$ cat src/rtl/core/sliding_window_average_core_defines.svh
// assertion macros for the sliding window average core
// used by the top level only; needs nothing else
`ifndef SLIDING_WINDOW_AVERAGE_CORE_DEFINES_SVH
`define SLIDING_WINDOW_AVERAGE_CORE_DEFINES_SVH

// same-cycle implication, skipped while in reset
`define SWA_CHECK_IMP(label, ck, rn, ante, cons, msg) \
  label: assert property (@(posedge ck) disable iff (!rn) (ante) |-> (cons)) \
    else $error(msg);

// next-cycle implication, skipped while in reset
`define SWA_CHECK_NXT(label, ck, rn, ante, cons, msg) \
  label: assert property (@(posedge ck) disable iff (!rn) (ante) |=> (cons)) \
    else $error(msg);

`endif

$ cat src/rtl/core/swa_pkg.sv
// shared types and constants of the sliding window average core
// no dependencies
`default_nettype none

package swa_pkg;

  // field widths
  localparam int DATA_W         = 32;
  localparam int WSIZE_W        = 9;
  localparam int CFG_ADDR_W     = 3;
  localparam int CFG_DATA_W     = 32;
  localparam int QCNT_W         = $clog2(DATA_W + 1);
  localparam int DEF_MAX_WINDOW = 256;

  localparam logic [WSIZE_W-1:0] WSIZE_RESET = 9'd256;

  // register index (word address bit)
  localparam logic REG_WINDOW_SIZE = 1'b0;

  // request kinds
  localparam logic FUNC_ADD   = 1'b0;
  localparam logic FUNC_CLEAR = 1'b1;

  // sequencer states
  typedef enum logic [2:0] {
    ST_IDLE,
    ST_UPD,
    ST_LOAD,
    ST_DIV,
    ST_DONE
  } state_t;

  // commands from the sequencer to the window store
  typedef struct packed {
    logic capture;
    logic add;
    logic empty;
  } win_cmd_t;

endpackage

`default_nettype wire

$ cat src/rtl/core/swa_div.sv
// bit-serial restoring divider, one quotient bit per cycle
// depends on swa_pkg
`default_nettype none

module swa_div #(
  parameter int MAX_WINDOW = swa_pkg::DEF_MAX_WINDOW
) (
  input  wire logic                                          clk,
  input  wire logic                                          rst_n,
  input  wire logic                                          start,
  input  wire logic [swa_pkg::DATA_W+$clog2(MAX_WINDOW)-1:0] dividend,
  input  wire logic [$clog2(MAX_WINDOW+1)-1:0]               divisor,
  output logic                                               busy,
  output logic [swa_pkg::DATA_W-1:0]                         quotient
);
  import swa_pkg::*;

  localparam int CNT_W  = $clog2(MAX_WINDOW + 1);
  localparam int SLOT_W = $clog2(MAX_WINDOW);
  localparam int SUM_W  = DATA_W + SLOT_W;

  logic [CNT_W-1:0]  rem_r, rem_nxt;
  logic [CNT_W-1:0]  dsr_r;
  logic [DATA_W-1:0] dvd_r, dvd_nxt;
  logic [QCNT_W-1:0] cnt_r;
  logic              busy_r;
  logic [CNT_W:0]    trial;
  logic              q_bit;

  // one trial subtract per cycle; quotient bits shift in at the bottom
  always_comb begin
    trial = {rem_r, dvd_r[DATA_W-1]};
    q_bit = (trial >= {1'b0, dsr_r});
    if (q_bit) begin
      rem_nxt = CNT_W'(trial - {1'b0, dsr_r});
    end else begin
      rem_nxt = trial[CNT_W-1:0];
    end
    dvd_nxt = {dvd_r[DATA_W-2:0], q_bit};
  end

  // control: bit counter and busy flag
  always_ff @(posedge clk) begin
    if (!rst_n) begin
      busy_r <= 1'b0;
      cnt_r  <= '0;
    end else if (start) begin
      busy_r <= 1'b1;
      cnt_r  <= QCNT_W'(DATA_W);
    end else if (busy_r) begin
      cnt_r  <= cnt_r - QCNT_W'(1);
      busy_r <= (cnt_r != QCNT_W'(1));
    end
  end

  // datapath: high part of the total is already below the divisor
  always_ff @(posedge clk) begin
    if (start) begin
      rem_r <= CNT_W'(dividend[SUM_W-1:DATA_W]);
      dvd_r <= dividend[DATA_W-1:0];
      dsr_r <= divisor;
    end else if (busy_r) begin
      rem_r <= rem_nxt;
      dvd_r <= dvd_nxt;
    end
  end

  assign busy     = busy_r;
  assign quotient = dvd_r;

endmodule

`default_nettype wire

$ cat config.mk
export PLATFORM = sky130hd
export DESIGN_NAME = swa_div
export DESIGN_NICKNAME = d
export VERILOG_FILES = /design/src/rtl/core/sliding_window_average_core_defines.svh /design/src/rtl/core/swa_pkg.sv /design/src/rtl/core/swa_div.sv
export SDC_FILE = /design/constraint.sdc
export NUM_CORES = 1
export LEC_CHECK = 0
export ABC_AREA = 1
export BUFFER_PORTS_ARGS = -buffer_cell sky130_fd_sc_hd__buf_2
export CORE_MARGIN = 10
export CORE_UTILIZATION = 56
export CTS_CLUSTER_SIZE = 28
export DETAILED_ROUTE_END_ITERATION = 7
export HOLD_SLACK_MARGIN = 0.06
export PLACE_DENSITY = 0.89
export SLEW_MARGIN = 20
export SYNTH_ARGS = -nofsm -noshare
export SYNTH_HDL_FRONTEND = slang
export SYNTH_SLANG_ARGS = --single-unit
export TNS_END_PERCENT = 20
$ cat constraint.sdc
create_clock -name clk -period 4 [get_ports clk]
set_clock_uncertainty 0.2 [all_clocks]
set_input_delay 0.2 -clock clk [delete_from_list [all_inputs] [get_ports clk]]
set_output_delay 0.2 -clock clk [all_outputs]
set_load 0.005 [all_outputs]
==> impl_results.md <==
- Top cell type's share of synthesized area: 49.0%
- DIE HEIGHT: about 93 um
- Area occupied by multi-input gates: about 1200 um^2
- RePlAce Congestion: between 0.8 and 0.9
- TritonCTS clock tree: yes
- #FFs+latches synth: 57
- Total number of vias: 3179
- Vias/cell: between 5 and 6
- Maximum clock frequency: between 400 and 500 MHz
- Clock Tree Root: sky130_fd_sc_hd__clkbuf_8
- H-tree Lvls: 3
- Critical path arrival: ~2300 ps
- Crit path time final: between 2000 and 2500 ps
- Number of violations of the max-capacitance limit: 0
- Fin Hold WS: ~280 ps
- HPWL reported at the end of detailed placement: 5.50 mm
- Final-layout setup total negative slack: 0 ps
- Type of element launching the critical path: flop
- Fillers: roughly 290
- Buffer levels on the longest clock path: 2
- Combined flip-flop and latch cell area: between 1500 and 2000 um^2
- Row count: 26
- Aggregate global routing overflow: 0
- Post-synthesis sequential area ratio: 54.3%
- Post-route design area: 4190 um^2
- Synthesized Nets: around 410
- Library cell occupying the most area in the post-synthesis netlist: sky130_fd_sc_hd__edfxtp_1
- Fraction of layout instances using a drive strength above 1: 22.2%
- Proportion of total power due to net switching: 32.3%
- Global-route wire length before repair: 17.5 mm
- DRC violations left: 0
- First-pass iteration count of the detailed router: 6
- Pin count of the biggest net entering global routing: 54
- Remaining antenna violation count after routing: 0
- Number of input and output port buffers inserted: 84
- Number of antenna violations at the first check in global routing: 0
- Required time at the worst-slack endpoint: 3900 ps
- Count of nets after finishing: about 550
- Average wire per standard cell: ~20 um
- Initial core utilization: around three fifths
- Total routing usage reported by global routing: about a quarter
- Number of global-route vias before repair: between 3000 and 4000
- Clock-pin slew on the worst setup and hold paths: ~70 ps
- Worst Max-Slew Pin Slew: roughly 560 ps
- Power share of the combinational group: between 20% and 30%
- Part of the cycle the worst path needs: just under 60%
- Relative contribution of sequential cells to total power: between 40% and 50%
- Mean instance size in the synthesized netlist: ~8.7 um^2
- Leakage Power: between 2 and 2.5 nW
- Die width: 93.2 um
- Setup repair after global routing missed its margin: no
- Pins over their slew limit: 0
- Largest cells by area after synthesis: sky130_fd_sc_hd__edfxtp_1 49%, sky130_fd_sc_hd__nand2_1 21%, sky130_fd_sc_hd__dfxtp_1 5.3%
- Instance area at placement: roughly 3500 um^2
- Post-synthesis to final-layout area growth: 39.4%
- Largest fanout of any net on the critical path: 10
- Worst slew margin: a little over three fifths
- Hold Vio Cnt, Final: 0
- Total Wirelength: around 11 mm
- Most common cell after layout, fill and taps aside: sky130_fd_sc_hd__nand2_1
- Power spent charging and discharging nets: 0.619 mW
- Worst hold-check path type: reg -> reg
- Count of clock tree sinks: 57
- Insertion delay of the later-clocked pin in the worst-skew pair: roughly 340 ps
- Proportion of power drawn by the clock network: between 30% and 40%
- Violation count after the first detailed-routing iteration: 351
- Post-synthesis cell area: between 3000 and 4000 um^2
- Worst Setup Path Type: reg -> reg
- Max VDD drop: between 0.3 and 0.4 mV
- Internal power: roughly 1.3 mW
- Synth cell types: 26
- Area enclosed by the die boundary: a little under 9000 um^2
- Crit path capture type: flop
- Synth warnings: 0
- Power density of the placed cells: 457 nW/um^2
- Buffers inserted by post-CTS timing repair: 0
- Core region area: 5140 um^2
- Number of setup violations in the final report: 0
- Clock buffers created by TritonCTS: 9
- Number of I/O pins: 85
- Outcome: complete, no violations
- Synth Instances: ~350
- Diode insertion count for antenna repair: 0
- Most used cells in the layout excluding fill and tap cells: 165 x sky130_fd_sc_hd__nand2_1, 84 x sky130_fd_sc_hd__buf_2, 50 x sky130_fd_sc_hd__dlygate4sd3_1, 49 x sky130_fd_sc_hd__edfxtp_1, 39 x sky130_fd_sc_hd__inv_1
[path summary, 6_finish.rpt]
path	start	endpoint	slack (ps)	cells after the start
hold reg to reg	rem_r[8]	rem_r[8]	280	2
setup / recovery	quotient[31]	rem_r[7]	1630	12
hold / removal	rem_r[8]	rem_r[8]	280	2
setup reg to reg	quotient[31]	rem_r[7]	1630	12
[state kept, by name, summed over array words and instances (netlist names)]
name	cells
busy	1
cnt_r	6
dsr_r	9
quotient	32
rem_r	9
[Yosys cell counts, drive strengths merged]
master	n
nand2	171
edfxtp	49
inv	39
nand3	19
nor2	12
ha	11
dfxtp	8
clkbuf	7
nand3b	7
a21oi	4
xnor2	4
buf	3
nor3	3
nand4	2
nor3b	2
a211oi	1
fa	1
nor2b	1
nor4	1
o21ai	1
o311ai	1
[repair_timing]
item,in CTS,in global routing
endpoints found under the hold margin,51,0
hold buffers,50,0
resized for setup,0,0
[power by group through the flow]
stage	sequential (mW)	clock, mW	combinational [mW]
after global placement	0.786	0	0.454
after CTS	0.776	0.561	0.518
after detailed placement	0.786	0	0.475
final	0.785	0.577	0.552
after global routing	0.789	0.602	0.609
after floorplan	0.780	0	0.341
[through the flow]
stage / cells / utilization [%] / total power, mW / setup slack (ps)
detailed placement: 494 / 67.7 / 1.26 / 1730
global placement: 494 / 67.7 / 1.24 / 1820
floorplan: 347 / - / 1.12 / 1870
global route: 560 / 81.5 / 2.00 / 1530
CTS: 560 / 81.5 / 1.86 / 1720
finish: 560 / 81.5 / 1.91 / 1630
[cell type report]
type                       instances  area share, %
tap                               70           2.09
sequential                        57           38.9
multi-input combinational        241           28.0
inverter                          39           3.49
clock buffer                      14           4.12
timing repair buffer             137           22.5
clock inverter                     2          0.836
[critical path: stages (launching register included)]
cell and delay [ps]:
sky130_fd_sc_hd__edfxtp_1 400, sky130_fd_sc_hd__inv_1 100, sky130_fd_sc_hd__ha_1 150, sky130_fd_sc_hd__inv_1 70
sky130_fd_sc_hd__fa_1 420, sky130_fd_sc_hd__nand2_1 130, sky130_fd_sc_hd__nand3_1 140, sky130_fd_sc_hd__nand2_4 180
sky130_fd_sc_hd__nand2_8 90, sky130_fd_sc_hd__nand2_4 70, sky130_fd_sc_hd__nand2_2 50, sky130_fd_sc_hd__nand2_1 60
sky130_fd_sc_hd__nand2_1 50
[logic make-up after synthesis]
logic type / after synthesis / synth area share [%]
AO/OA/AOI/OAI: 7 / 1.37
XOR/XNOR: 4 / 1.17
AND/OR/NAND/NOR: 218 / 31.2
flip-flops: 57 / 54.3
adder cells (fa/ha/maj): 12 / 5.25
buffers and inverters: 49 / 6.66
[metal layers]
| metal | share of wire, % | up-vias | global-route usage, % |
|---|---|---|---|
| met3 | 13 | 60 | 10.2 |
| met2 | 50 | 285 | 43.6 |
| met1 | 33 | 1449 | 27.6 |
| met5 | 0 | - | 0 |
| li1 | - | 1385 | - |
| met4 | 4.8 | 0 | 12.3 |
No activity file was read; power rests on OpenSTA's default activity.
